### src/rtl/core/msw_pkg.sv
// Package: cell codes, config indexes, hash constants and front-to-back record type.
package msw_pkg;

  typedef enum logic [1:0] {
    CELL_EMPTY = 2'd0,
    CELL_WATER = 2'd1,
    CELL_SAND  = 2'd2,
    CELL_WALL  = 2'd3
  } cell_e;

  localparam int unsigned NumRegs = 5;
  localparam int unsigned ThrW    = 17;
  localparam int unsigned CfgIdxW = 3;

  localparam logic [CfgIdxW-1:0] REG_SAND_NOISE = 3'd0;
  localparam logic [CfgIdxW-1:0] REG_FALL_DOWN  = 3'd1;
  localparam logic [CfgIdxW-1:0] REG_DENSITY    = 3'd2;
  localparam logic [CfgIdxW-1:0] REG_DIAGONAL   = 3'd3;
  localparam logic [CfgIdxW-1:0] REG_HORIZONTAL = 3'd4;

  localparam logic [31:0] HashKx = 32'd374761393;
  localparam logic [31:0] HashKy = 32'd668265263;
  localparam logic [31:0] HashKf = 32'd1274126177;
  localparam logic [31:0] HashKs = 32'd387413;

  // Hash decisions per salt, in salt order.
  typedef struct packed {
    logic horiz_bot;  // salt 5
    logic horiz_top;  // salt 4
    logic diag;       // salt 3
    logic dens;       // salt 2
    logic fall;       // salt 1
    logic noise;      // salt 0
  } chance_t;

  // Classified item handed from front to back.
  typedef struct packed {
    logic [1:0] tl;
    logic [1:0] tr;
    logic [1:0] bl;
    logic [1:0] br;
    logic       floor_solid;
    chance_t    ch;
  } work_t;

endpackage

### src/rtl/core/msw_front.sv
// Front: pipelined hash of six salts, floor masking and chance decisions.
module msw_front #(
  parameter int unsigned GRID_WIDTH  = 1024,
  parameter int unsigned GRID_HEIGHT = 1024
) (
  input  logic               clk_i,
  input  logic               rst_ni,
  input  logic               in_valid_i,
  output logic               in_ready_o,
  input  logic [9:0]         block_x_i,
  input  logic [9:0]         block_y_i,
  input  logic [31:0]        frame_i,
  input  logic [1:0]         top_left_i,
  input  logic [1:0]         top_right_i,
  input  logic [1:0]         bottom_left_i,
  input  logic [1:0]         bottom_right_i,
  input  logic [1:0]         floor_left_i,
  input  logic [1:0]         floor_right_i,
  input  logic [msw_pkg::NumRegs*msw_pkg::ThrW-1:0] thr_i,
  output logic               out_valid_o,
  input  logic               out_ready_i,
  output msw_pkg::work_t     out_o
);

  localparam int unsigned NSalt = 6;

  // Stage 1: products of coordinates and frame.
  logic        s1_valid_q, s2_valid_q, s3_valid_q;
  logic [31:0] px_q, py_q, pf_q;
  logic [7:0]  cells_q, cells2_q, cells3_q;
  logic        fsol_q, fsol2_q, fsol3_q;
  logic [31:0] n_q [NSalt];
  logic [15:0] h_q [NSalt];
  logic        advance;

  assign advance    = !s3_valid_q || out_ready_i;
  assign in_ready_o = advance;

  // Floor masking at grid edges.
  logic [1:0] fl, fr;
  always_comb begin
    fl = floor_left_i;
    fr = floor_right_i;
    if ({22'd0, block_y_i} + 32'd2 >= 32'(GRID_HEIGHT)) begin
      fl = msw_pkg::CELL_WALL;
      fr = msw_pkg::CELL_WALL;
    end
    if ({22'd0, block_x_i} + 32'd1 >= 32'(GRID_WIDTH)) fr = msw_pkg::CELL_WALL;
    if ({22'd0, block_x_i} >= 32'(GRID_WIDTH)) fl = msw_pkg::CELL_WALL;
  end

  // Advance valid bits.
  always_ff @(posedge clk_i or negedge rst_ni) begin
    if (!rst_ni) begin
      s1_valid_q <= 1'b0;
      s2_valid_q <= 1'b0;
      s3_valid_q <= 1'b0;
    end else if (advance) begin
      s1_valid_q <= in_valid_i;
      s2_valid_q <= s1_valid_q;
      s3_valid_q <= s2_valid_q;
    end
  end

  // Advance payload through the hash stages.
  always_ff @(posedge clk_i) begin
    if (advance) begin
      px_q     <= {22'd0, block_x_i} * msw_pkg::HashKx;
      py_q     <= {22'd0, block_y_i} * msw_pkg::HashKy;
      pf_q     <= frame_i * msw_pkg::HashKf;
      cells_q  <= {top_left_i, top_right_i, bottom_left_i, bottom_right_i};
      fsol_q   <= (fl >= msw_pkg::CELL_WATER) && (fr >= msw_pkg::CELL_WATER);
      cells2_q <= cells_q;
      fsol2_q  <= fsol_q;
      cells3_q <= cells2_q;
      fsol3_q  <= fsol2_q;
      for (int s = 0; s < NSalt; s++) begin
        logic [31:0] n0, m;
        n0 = px_q ^ py_q ^ pf_q ^ (32'(s) * msw_pkg::HashKs);
        n_q[s] <= n0 ^ (n0 >> 13);
        m = n_q[s] * msw_pkg::HashKf;
        h_q[s] <= m[15:0];
      end
    end
  end

  // Compare hashes against thresholds.
  logic [msw_pkg::ThrW-1:0] t_noise, t_fall, t_dens, t_diag, t_horiz;
  assign t_noise = thr_i[msw_pkg::REG_SAND_NOISE*msw_pkg::ThrW +: msw_pkg::ThrW];
  assign t_fall  = thr_i[msw_pkg::REG_FALL_DOWN*msw_pkg::ThrW +: msw_pkg::ThrW];
  assign t_dens  = thr_i[msw_pkg::REG_DENSITY*msw_pkg::ThrW +: msw_pkg::ThrW];
  assign t_diag  = thr_i[msw_pkg::REG_DIAGONAL*msw_pkg::ThrW +: msw_pkg::ThrW];
  assign t_horiz = thr_i[msw_pkg::REG_HORIZONTAL*msw_pkg::ThrW +: msw_pkg::ThrW];

  assign out_valid_o        = s3_valid_q;
  assign out_o.tl           = cells3_q[7:6];
  assign out_o.tr           = cells3_q[5:4];
  assign out_o.bl           = cells3_q[3:2];
  assign out_o.br           = cells3_q[1:0];
  assign out_o.floor_solid  = fsol3_q;
  assign out_o.ch.noise     = {1'b0, h_q[0]} < t_noise;
  assign out_o.ch.fall      = {1'b0, h_q[1]} < t_fall;
  assign out_o.ch.dens      = {1'b0, h_q[2]} < t_dens;
  assign out_o.ch.diag      = {1'b0, h_q[3]} < t_diag;
  assign out_o.ch.horiz_top = {1'b0, h_q[4]} < t_horiz;
  assign out_o.ch.horiz_bot = {1'b0, h_q[5]} < t_horiz;

  // Stalled stage holds its item.
  a_hold: assert property (@(posedge clk_i) disable iff (!rst_ni)
    (s3_valid_q && !out_ready_i) |=> (s3_valid_q && $stable(cells3_q)))
    else $error("front stage lost a stalled item");

endmodule

### src/rtl/core/msw_queue.sv
// Two-entry queue between front and back.
module msw_queue (
  input  logic           clk_i,
  input  logic           rst_ni,
  input  logic           in_valid_i,
  output logic           in_ready_o,
  input  msw_pkg::work_t in_data_i,
  output logic           out_valid_o,
  input  logic           out_ready_i,
  output msw_pkg::work_t out_data_o
);

  msw_pkg::work_t mem_q [2];
  logic           wp_q, rp_q;
  logic [1:0]     cnt_q;
  logic           wr, rd;

  assign in_ready_o  = cnt_q != 2'd2;
  assign out_valid_o = cnt_q != 2'd0;
  assign out_data_o  = mem_q[rp_q];
  assign wr          = in_valid_i && in_ready_o;
  assign rd          = out_valid_o && out_ready_i;

  // Advance pointers and count.
  always_ff @(posedge clk_i or negedge rst_ni) begin
    if (!rst_ni) begin
      wp_q  <= 1'b0;
      rp_q  <= 1'b0;
      cnt_q <= 2'd0;
    end else begin
      if (wr) wp_q <= !wp_q;
      if (rd) rp_q <= !rp_q;
      cnt_q <= cnt_q + {1'b0, wr} - {1'b0, rd};
    end
  end

  // Store item.
  always_ff @(posedge clk_i) begin
    if (wr) mem_q[wp_q] <= in_data_i;
  end

  a_cnt: assert property (@(posedge clk_i) disable iff (!rst_ni) cnt_q <= 2'd2)
    else $error("queue count overflow");
  a_ptr: assert property (@(posedge clk_i) disable iff (!rst_ni)
    (cnt_q == 2'd0 || cnt_q == 2'd2) |-> (wp_q == rp_q))
    else $error("queue pointers disagree with count");

endmodule

### src/rtl/core/msw_back.sv
// Back: apply sand and water moves, then register the result.
module msw_back (
  input  logic           clk_i,
  input  logic           rst_ni,
  input  logic           in_valid_i,
  output logic           in_ready_o,
  input  msw_pkg::work_t in_i,
  output logic           empty_o,
  input  logic           pop_i,
  output logic [1:0]     new_top_left_o,
  output logic [1:0]     new_top_right_o,
  output logic [1:0]     new_bottom_left_o,
  output logic [1:0]     new_bottom_right_o
);

  localparam logic [1:0] SAND  = msw_pkg::CELL_SAND;
  localparam logic [1:0] WATER = msw_pkg::CELL_WATER;

  logic       valid_q;
  logic [7:0] res_q;
  logic [1:0] tl, tr, bl, br, t;
  logic       moved, drop_l, drop_r;

  // Apply the rule.
  always_comb begin
    tl = in_i.tl; tr = in_i.tr; bl = in_i.bl; br = in_i.br;
    moved = 1'b0; drop_l = 1'b0; drop_r = 1'b0; t = 2'd0;
    if (!(tl == tr && bl == br && tl == bl)) begin
      if (((tl == SAND && tr < SAND) || (tr == SAND && tl < SAND)) &&
          bl < SAND && br < SAND && in_i.ch.noise) begin
        t = tl; tl = tr; tr = t; moved = 1'b1;
      end
      if (!moved && tl == SAND) begin
        if (bl < SAND) begin
          if (in_i.ch.fall) begin t = tl; tl = bl; bl = t; end
        end else if (tr < SAND && br < SAND) begin
          t = tl; tl = br; br = t;
        end
      end
      if (!moved && tr == SAND) begin
        if (br < SAND) begin
          if (in_i.ch.fall) begin t = tr; tr = br; br = t; end
        end else if (tl < SAND && bl < SAND) begin
          t = tr; tr = bl; bl = t;
        end
      end
      if (tl == WATER) begin
        if (bl < tl && in_i.ch.dens) begin
          t = tl; tl = bl; bl = t; drop_l = 1'b1;
        end else if (tr < tl && br < tl && in_i.ch.diag) begin
          t = tl; tl = br; br = t; drop_l = 1'b1;
        end
      end
      if (tr == WATER) begin
        if (br < tr && in_i.ch.dens) begin
          t = tr; tr = br; br = t; drop_r = 1'b1;
        end else if (tl < tr && bl < tr && in_i.ch.diag) begin
          t = tr; tr = bl; bl = t; drop_r = 1'b1;
        end
      end
      if (!drop_l && !drop_r &&
          ((tl == WATER && tr < WATER) || (tl < WATER && tr == WATER)) &&
          ((bl >= WATER && br >= WATER) || in_i.ch.horiz_top)) begin
        t = tl; tl = tr; tr = t;
      end
      if (((bl == WATER && br < WATER) || (bl < WATER && br == WATER)) &&
          (in_i.floor_solid || in_i.ch.horiz_bot)) begin
        t = bl; bl = br; br = t;
      end
    end
  end

  assign in_ready_o = !valid_q || pop_i;
  assign empty_o    = !valid_q;

  // Hold result until popped.
  always_ff @(posedge clk_i or negedge rst_ni) begin
    if (!rst_ni) valid_q <= 1'b0;
    else if (in_ready_o) valid_q <= in_valid_i;
  end

  always_ff @(posedge clk_i) begin
    if (in_ready_o && in_valid_i) res_q <= {tl, tr, bl, br};
  end

  assign new_top_left_o     = res_q[7:6];
  assign new_top_right_o    = res_q[5:4];
  assign new_bottom_left_o  = res_q[3:2];
  assign new_bottom_right_o = res_q[1:0];

  a_keep: assert property (@(posedge clk_i) disable iff (!rst_ni)
    (valid_q && !pop_i) |=> (valid_q && $stable(res_q)))
    else $error("result changed while waiting");

endmodule

### src/rtl/core/margolus_sand_water_block_update.sv
// Top level: config registers, front, queue and back of the Margolus sand/water rule.
// One 2x2 block per cycle is accepted while full is low, and one result per cycle
// leaves while pop is held high. An accepted item passes four register stages,
// the three front hash stages (products, xor-shift, final multiply) and the queue,
// and then the result register; empty goes low when it reaches that register.
// While pop stays low the result register, the two-entry queue and the three
// front stages fill with six items in all, and then full rises.
module margolus_sand_water_block_update #(
  parameter int unsigned GRID_WIDTH  = 1024,
  parameter int unsigned GRID_HEIGHT = 1024
) (
  input  logic        clk_i,
  input  logic        rst_ni,
  input  logic        push,
  output logic        full,
  input  logic [9:0]  block_x_i,
  input  logic [9:0]  block_y_i,
  input  logic [31:0] frame_i,
  input  logic [1:0]  top_left_i,
  input  logic [1:0]  top_right_i,
  input  logic [1:0]  bottom_left_i,
  input  logic [1:0]  bottom_right_i,
  input  logic [1:0]  floor_left_i,
  input  logic [1:0]  floor_right_i,
  output logic        empty,
  input  logic        pop,
  output logic [1:0]  new_top_left_o,
  output logic [1:0]  new_top_right_o,
  output logic [1:0]  new_bottom_left_o,
  output logic [1:0]  new_bottom_right_o,
  input  logic        cfg_we_i,
  input  logic [msw_pkg::CfgIdxW-1:0] cfg_idx_i,
  input  logic [msw_pkg::ThrW-1:0]    cfg_data_i
);

  logic [msw_pkg::ThrW-1:0] thr_q [msw_pkg::NumRegs];
  logic [msw_pkg::NumRegs*msw_pkg::ThrW-1:0] thr_flat;
  logic           front_ready, f_valid, q_ready, q_valid, b_ready;
  msw_pkg::work_t f_data, q_data;

  // Write threshold registers.
  always_ff @(posedge clk_i or negedge rst_ni) begin
    if (!rst_ni) begin
      thr_q[msw_pkg::REG_SAND_NOISE] <= 17'd26214;
      thr_q[msw_pkg::REG_FALL_DOWN]  <= 17'd58982;
      thr_q[msw_pkg::REG_DENSITY]    <= 17'd65535;
      thr_q[msw_pkg::REG_DIAGONAL]   <= 17'd32768;
      thr_q[msw_pkg::REG_HORIZONTAL] <= 17'd52428;
    end else if (cfg_we_i && cfg_idx_i <= msw_pkg::REG_HORIZONTAL) begin
      thr_q[cfg_idx_i] <= cfg_data_i;
    end
  end

  always_comb begin
    for (int i = 0; i < msw_pkg::NumRegs; i++) begin
      thr_flat[i*msw_pkg::ThrW +: msw_pkg::ThrW] = thr_q[i];
    end
  end

  assign full = !front_ready;

  msw_front #(.GRID_WIDTH(GRID_WIDTH), .GRID_HEIGHT(GRID_HEIGHT)) u_front (
    .clk_i, .rst_ni,
    .in_valid_i(push), .in_ready_o(front_ready),
    .block_x_i, .block_y_i, .frame_i, .top_left_i, .top_right_i,
    .bottom_left_i, .bottom_right_i, .floor_left_i, .floor_right_i,
    .thr_i(thr_flat),
    .out_valid_o(f_valid), .out_ready_i(q_ready), .out_o(f_data)
  );

  msw_queue u_queue (
    .clk_i, .rst_ni,
    .in_valid_i(f_valid), .in_ready_o(q_ready), .in_data_i(f_data),
    .out_valid_o(q_valid), .out_ready_i(b_ready), .out_data_o(q_data)
  );

  msw_back u_back (
    .clk_i, .rst_ni,
    .in_valid_i(q_valid), .in_ready_o(b_ready), .in_i(q_data),
    .empty_o(empty), .pop_i(pop),
    .new_top_left_o, .new_top_right_o, .new_bottom_left_o, .new_bottom_right_o
  );

  a_uniform: assert property (@(posedge clk_i) disable iff (!rst_ni)
    (q_valid && b_ready && q_data.tl == q_data.tr && q_data.bl == q_data.br &&
     q_data.tl == q_data.bl) |=> (new_top_left_o == $past(q_data.tl) &&
     new_bottom_right_o == $past(q_data.br)))
    else $error("uniform block was changed");

endmodule
### config.mk
export PLATFORM = sky130hd
export DESIGN_NAME = margolus_sand_water_block_update
export DESIGN_NICKNAME = d
export VERILOG_FILES = /design/src/rtl/core/msw_pkg.sv /design/src/rtl/core/msw_front.sv /design/src/rtl/core/msw_queue.sv /design/src/rtl/core/msw_back.sv /design/src/rtl/core/margolus_sand_water_block_update.sv
export SDC_FILE = /design/constraint.sdc
export NUM_CORES = 2
export LEC_CHECK = 0
export BUFFER_PORTS_ARGS = -buffer_cell sky130_fd_sc_hd__buf_2
export CAP_MARGIN = 20
export CORE_MARGIN = 2
export CORE_UTILIZATION = 40
export DETAILED_ROUTE_END_ITERATION = 10
export GPL_ROUTABILITY_DRIVEN = 0
export PLACE_DENSITY = 0.6
export SLEW_MARGIN = 20
export SYNTH_ARGS = -nofsm -noshare
export SYNTH_HDL_FRONTEND = slang
export SYNTH_SLANG_ARGS = --single-unit
export TNS_END_PERCENT = 30
### constraint.sdc
create_clock -name clk_i -period 22 [get_ports clk_i]
set_clock_uncertainty 0.15 [all_clocks]
set_input_delay 2.2 -clock clk_i [delete_from_list [all_inputs] [get_ports clk_i]]
set_output_delay 2.2 -clock clk_i [all_outputs]
set_load 0.02 [all_outputs]
# Word-level counts from Yosys, hierarchy flattened
# Memory sizes are Yosys's and may differ from the RTL's.
# Cells that the tools add are included.
[word_totals]
out_inout_bits = 10
ramBits = 318
wordCells = 226
register_bits = 224
rom_bits = 0
latchBits = 0
mem_count = 3
input_bits = 89
[memory_table]
columns = ["memory", "depth", "word_bits", "read_ports", "rd_ports_with_merged_regs", "wr", "line_no", "rtl"]
rows = [
  ["u_front.n_q", 6, 32, 6, 0, 6, "msw_front.sv:32", "logic [31:0] n_q [NSalt];"],
  ["u_front.h_q", 6, 16, 6, 0, 6, "msw_front.sv:33", "logic [15:0] h_q [NSalt];"],
  ["u_queue.mem_q", 2, 15, 1, 0, 1, "msw_queue.sv:13", "msw_pkg::work_t mem_q [2];"],
]
[classes]
n_lt_le_gt_ge = 33
mux = 80
n_addsub = 4
n_bitwise = 14
reduce_logical = 47
n_mul = 9
shifts = 0
div = 0
n_eq_ne = 14
[ops]
columns = ["operator", "count"]
rows = [
  ["32-bit by 31-bit multiplier with 16-bit output (second input constant)", 6],
  ["32-bit by 19-bit bitwise XOR with 32-bit output", 6],
  ["2-bit 2-to-1 mux", 63],
  ["16-bit by 17-bit < comparator with 1-bit output", 6],
  ["85-bit bitwise mux", 1],
  ["32-bit by 11-bit greater-or-equal comparator with 1-bit output (second input constant)", 2],
  ["32-bit bitwise XOR", 2],
  ["17-bit demux with 3-bit select", 1],
  ["11-bit inverter", 3],
  ["10-bit by 29-bit multiplier with 32-bit output (second input constant)", 1],
  ["10-bit by 30-bit multiplier with 32-bit output (second input constant)", 1],
  ["32-bit by 31-bit multiplier with 32-bit output (second input constant)", 1],
  ["1-bit logical AND", 31],
  ["17-bit 2-to-1 mux", 1],
  ["2-bit < comparator (second input constant)", 8],
  ["16-bit inverter", 1],
  ["1-bit 2-to-1 mux", 14],
  ["2-bit by 1-bit == test with 1-bit output (second input constant)", 6],
  ["2-bit < comparator", 6],
  ["12-bit inverter", 1],
  ["10-bit by 1-bit adder with 11-bit output (second input constant)", 1],
  ["10-bit by 2-bit adder with 11-bit output (second input constant)", 1],
  ["2-bit == test (second input constant)", 4],
  ["2-bit by 1-bit greater-or-equal comparator with 1-bit output (second input constant)", 4],
  ["12 further kinds", 30],
]

# Logic depth before layout (Yosys ltp)
# An unclocked memory read counts as a cell.
[depth]
depth_word = 42
ltp_mapped = 25
mapped_depth_nobuf = 25

# By module
# Synthesis repeated with hierarchy kept, for this count alone.
[hier_totals]
cells_unflattened = 3284
hier_area_um2 = 38207.9
[by_module_without_submodules]
columns = ["module", "n_inst", "seq_area_each_um2", "area_each_um2", "cells_each"]
rows = [
  ["msw_front", 1, 6681.4, 32172.1, 2862],
  ["margolus_sand_water_block_update", 1, 2179.6, 3300.7, 184],
  ["msw_back", 1, 265.3, 1430.1, 169],
  ["msw_queue", 1, 1001.0, 1305.0, 69],
]

# Worst setup path after synthesis
# No wires, ideal clock.
[synth_timing]
path_kind = "flip-flop to output port"
from = "register u_queue.cnt_q[0]"
to = "output port full"
t_required_ns = 19.650
path_buffers = 0
stages_incl_launch_ff = 4
arrival_ns = 7.211
slack_ns = 12.439
cell_sequence = "dfrtp_1 > inv_1 > nand3_1 > inv_1"
[synth_via]
elab_chain_len = 3
[synth_rtl]
columns = ["item", "line_no", "rtl"]
rows = [
  ["start: declaration", "msw_queue.sv:15", "logic [1:0] cnt_q;"],
  ["start signal: assignment", "msw_queue.sv:33", "cnt_q <= cnt_q + {1'b0, wr} - {1'b0, rd};"],
  ["2-bit inequality test", "msw_queue.sv:18", "assign in_ready_o = cnt_q != 2'd2;"],
  ["1-bit logical OR", "msw_front.sv:36", "assign advance = !s3_valid_q || out_ready_i;"],
  ["1-bit zero test", "margolus_sand_water_block_update.sv:60", "assign full = !front_ready;"],
  ["end: declaration", "margolus_sand_water_block_update.sv:15", "output logic full,"],
]
# No other way between the ends.

# Final worst setup path
[layout_timing]
from = "input port frame_i[0]"
to = "register u_front.pf_q[28], data pin"
[layout_via]
elab_chain_len = 1
[layout_rtl]
columns = ["item", "line_no", "rtl"]
rows = [
  ["start: declaration", "margolus_sand_water_block_update.sv:18", "input logic [31:0] frame_i,"],
  ["32-bit by 31-bit multiplier with 32-bit output", "msw_front.sv:70", "pf_q <= frame_i * msw_pkg::HashKf;"],
  ["end signal: assignment", "msw_front.sv:70", ""],
  ["end: declaration", "msw_front.sv:29", "logic [31:0] px_q, py_q, pf_q;"],
]
# No other way between the ends.
# A chain may end at the register's enable or synchronous reset.

==> metrics <==
CTS sink cnt=351; Synth Cell Area=roughly 37000 um^2; GRT Total Usage=17.6%; total CTS buffers=39; RSZ-0062 raised after global routing=no; DRT iter0 DRCs=1098; Min-Delay Path Depth=0; Starting Density=40.3%; hold_buf cts=0; RR Startpoint=u_queue.rp_q; initial antenna violation count=1; Crit. End Element=flop; top post-synthesis cells by count=inv_1 (742), ha_1 (651), fa_1 (449); largest net degree at the start of global routing=76; DRC violations left=0; post-route cell area=slightly above 40000 um^2; setup bufs post-CTS=0; ranking of synthesized cells by area=fa_1 (24%), ha_1 (22%), edfxtp_1 (21%); Root Driver=clkbuf_16; post-route ant nets=0; arrival time worst endpoint=a little under 9 ns; Post-Syn Instances=3275; die width=310 um; register area share after synthesis=27.0%; reg2reg path depth=20; R2R setup slack=~16 ns; grt total ovfl=0; placed cell area=slightly below 40000 um^2; vias in the first global route=roughly 24000; Avg Inst Size Synth=11.4 um^2; area of the core=93000 um^2; RR Endpoint=u_back.res_q[4]; slew margin rel.=30.9%; hold path startpoint=u_front.cells_q[3]; Sum Neg Setup Slack=0 ns; Worst Setup Start Kind=primary input; GRT met1 Usage=23.9%; # port buffers=95; H-tree depth=2; Final #Nets=approximately 4600; met2 usage=30.1%; Core Rows=112; minimum clock period=about 8.5 ns; Mapped Nets=4464; Worst-Margin Slew=1.04 ns; Synth cell types=79; Final Cycle Share=approximately two fifths; post-DP HPWL=66200 um; routed via count=between 20000 and 25000; Ys Warns=0; Die H=310 um; met3 Resource Use GR=1.74%; Setup-failing EPs final=0; top_reg_cell synth=edfxtp_1; Critical Path RT=22.14 ns; cts repair resizes=0; Crit Path Max Fanout=12; antenna cells=0; HP Class=flop to flop; WHS Endpoint=u_front.cells2_q[3]; cell taking the most area after synthesis=fa_1; WL/cell=about 17 um; grt peak-use layer=met2; area grow syn2layout=8.98%; endpoints failing hold=0; Post-synth EDFFs=roughly 260; first-pass GRT wire length=between 100000 and 150000 um; Synth top area share=24.0%; IO Pins=99; Clock transition at path regs=0.06 ns; routed wire length=between 70000 and 80000 um; drt via density=roughly 4.8; FMAX=117 MHz; Max clock buf depth=3; First-pass DRT Iterations=5; Post-synth ARST share=26.5%; clock latency on the worst-skew pair=~0.59 ns; max_cap viols=0; layout cell share with drive strength beyond 1=between 7 and 8%; top-count cell post-synth=inv_1; Slew Limit Fails=0; outcome=finished clean; TritonCTS clock tree=yes; Die Area=96100 um^2; Setup Crit Path Kind=primary input to flop; register bit total from synthesis=about 350
[layer usage]
layer / vias to the layer above / routed length (um)
li1: 11000 / -
met5: - / 11
met1: 11100 / 37000
met3: 86 / 2180
met2: 311 / 38900
met4: 2 / 1840
[cells in the final DEF (no fill, tap or decap), types with 5 or more instances in the layout]
master / Yosys / final
a211oi_1: 8 / 8
nand2b_1: 14 / 14
clkbuf_1: 14 / 5
buf_2: 0 / 94
clkbuf_16: 0 / 39
and2_1: 7 / 7
o21bai_1: 33 / 33
o21a_1: 17 / 17
dfrtp_1: 51 / 51
xor2_1: 61 / 61
o21ai_0: 100 / 100
mux2i_1: 11 / 11
fa_1: 449 / 449
a32oi_1: 5 / 5
and3_1: 13 / 13
a21oi_1: 105 / 105
ha_1: 651 / 651
or2_2: 9 / 9
or3_1: 11 / 11
nor3_1: 28 / 27
a31oi_1: 9 / 9
o31ai_1: 11 / 11
dfstp_2: 42 / 42
xnor2_1: 249 / 249
nor4_1: 5 / 5
nor2b_1: 16 / 16
mux2_2: 32 / 32
clkinv_2: 0 / 8
buf_4: 1 / 14
o2111ai_1: 7 / 7
a21o_1: 55 / 55
nor2_1: 74 / 72
edfxtp_1: 258 / 258
inv_1: 742 / 742
nand3_1: 19 / 18
nand2_1: 98 / 98
[how the worst max path moves through the flow]
stage | start | end | slack [ns] | cells past startpoint
floorplan | u_queue.cnt_q[0] | full | 12.44 | 3
global placement | frame_i[0] | u_front.pf_q[28] | 12.95 | 25
detailed placement | frame_i[0] | u_front.pf_q[28] | 12.93 | 25
CTS | frame_i[0] | u_front.pf_q[28] | 13.49 | 25
global route | frame_i[0] | u_front.pf_q[28] | 13.21 | 25
finish | frame_i[0] | u_front.pf_q[28] | 13.49 | 25
[logic make-up after synthesis]
logic type,count (synthesis),share of synthesized area (%)
buffers and inverters,759,7.65
muxes,45,1.33
AOI/OAI and AO/OA,396,6.84
DFF,351,27.0
adders and majority gates,1100,45.7
xor gates and xnor gates,312,7.37
and+or+nand+nor,312,4.06
[worst max-delay path, cell delays in order]
cell	delay, ns
buf_2	0.34
ha_1	0.39
fa_1	0.47
ha_1	0.28
inv_1	0.05
fa_1	0.50
inv_1	0.04
ha_1	0.28
ha_1	0.28
inv_1	0.06
fa_1	0.53
inv_1	0.04
ha_1	0.32
ha_1	0.30
a21o_1	0.18
a21oi_1	0.20
nor2b_1	0.07
o21a_1	0.20
o311ai_0	0.70
a31oi_1	0.25
a41o_1	0.33
o211a_1	0.25
a21oi_1	0.14
o21bai_1	0.10
xnor2_1	0.13
[flip-flops by register name (all words and copies together), names as in the netlist, 2 cells and up]
name	count
u_front.n_q	32
thr_flat	85
u_front.cells3_q	8
u_front.h_q	74
u_front.cells2_q	8
u_back.res_q	8
u_front.cells_q	8
u_front.py_q	29
u_queue.cnt_q	2
u_queue.mem_q	30
u_front.px_q	29
u_front.pf_q	29
[stage by stage]
stage / hold slack (ns) / worst slack, ns / utilization, % / std cells
floorplan: 0.250 / 12.44 / - / 3275
global placement: 0.251 / 12.95 / 42.5 / 4620
detailed placement: 0.255 / 12.93 / 42.5 / 4620
CTS: 0.270 / 13.49 / 43.9 / 4690
global route: 0.272 / 13.21 / 43.9 / 4690
finish: 0.268 / 13.49 / 43.9 / 4690
[layout make-up]
| class | count | area [um^2] |
|---|---|---|
| Sequential cell | 351 | 10100 |
| Timing Repair Buffer | 108 | 576 |
| Clock inverter | 23 | 240 |
| Clock buffer | 47 | 1040 |
| Inverter | 742 | 2790 |
| Tap cell | 1254 | 1570 |
| Multi-Input combinational cell | 2165 | 24500 |
| Fill cell | 8890 | 52200 |
Power is left out: the tool's default activity adds up to more than one toggle a clock period on the data nets, which glitch-free logic cannot reach.
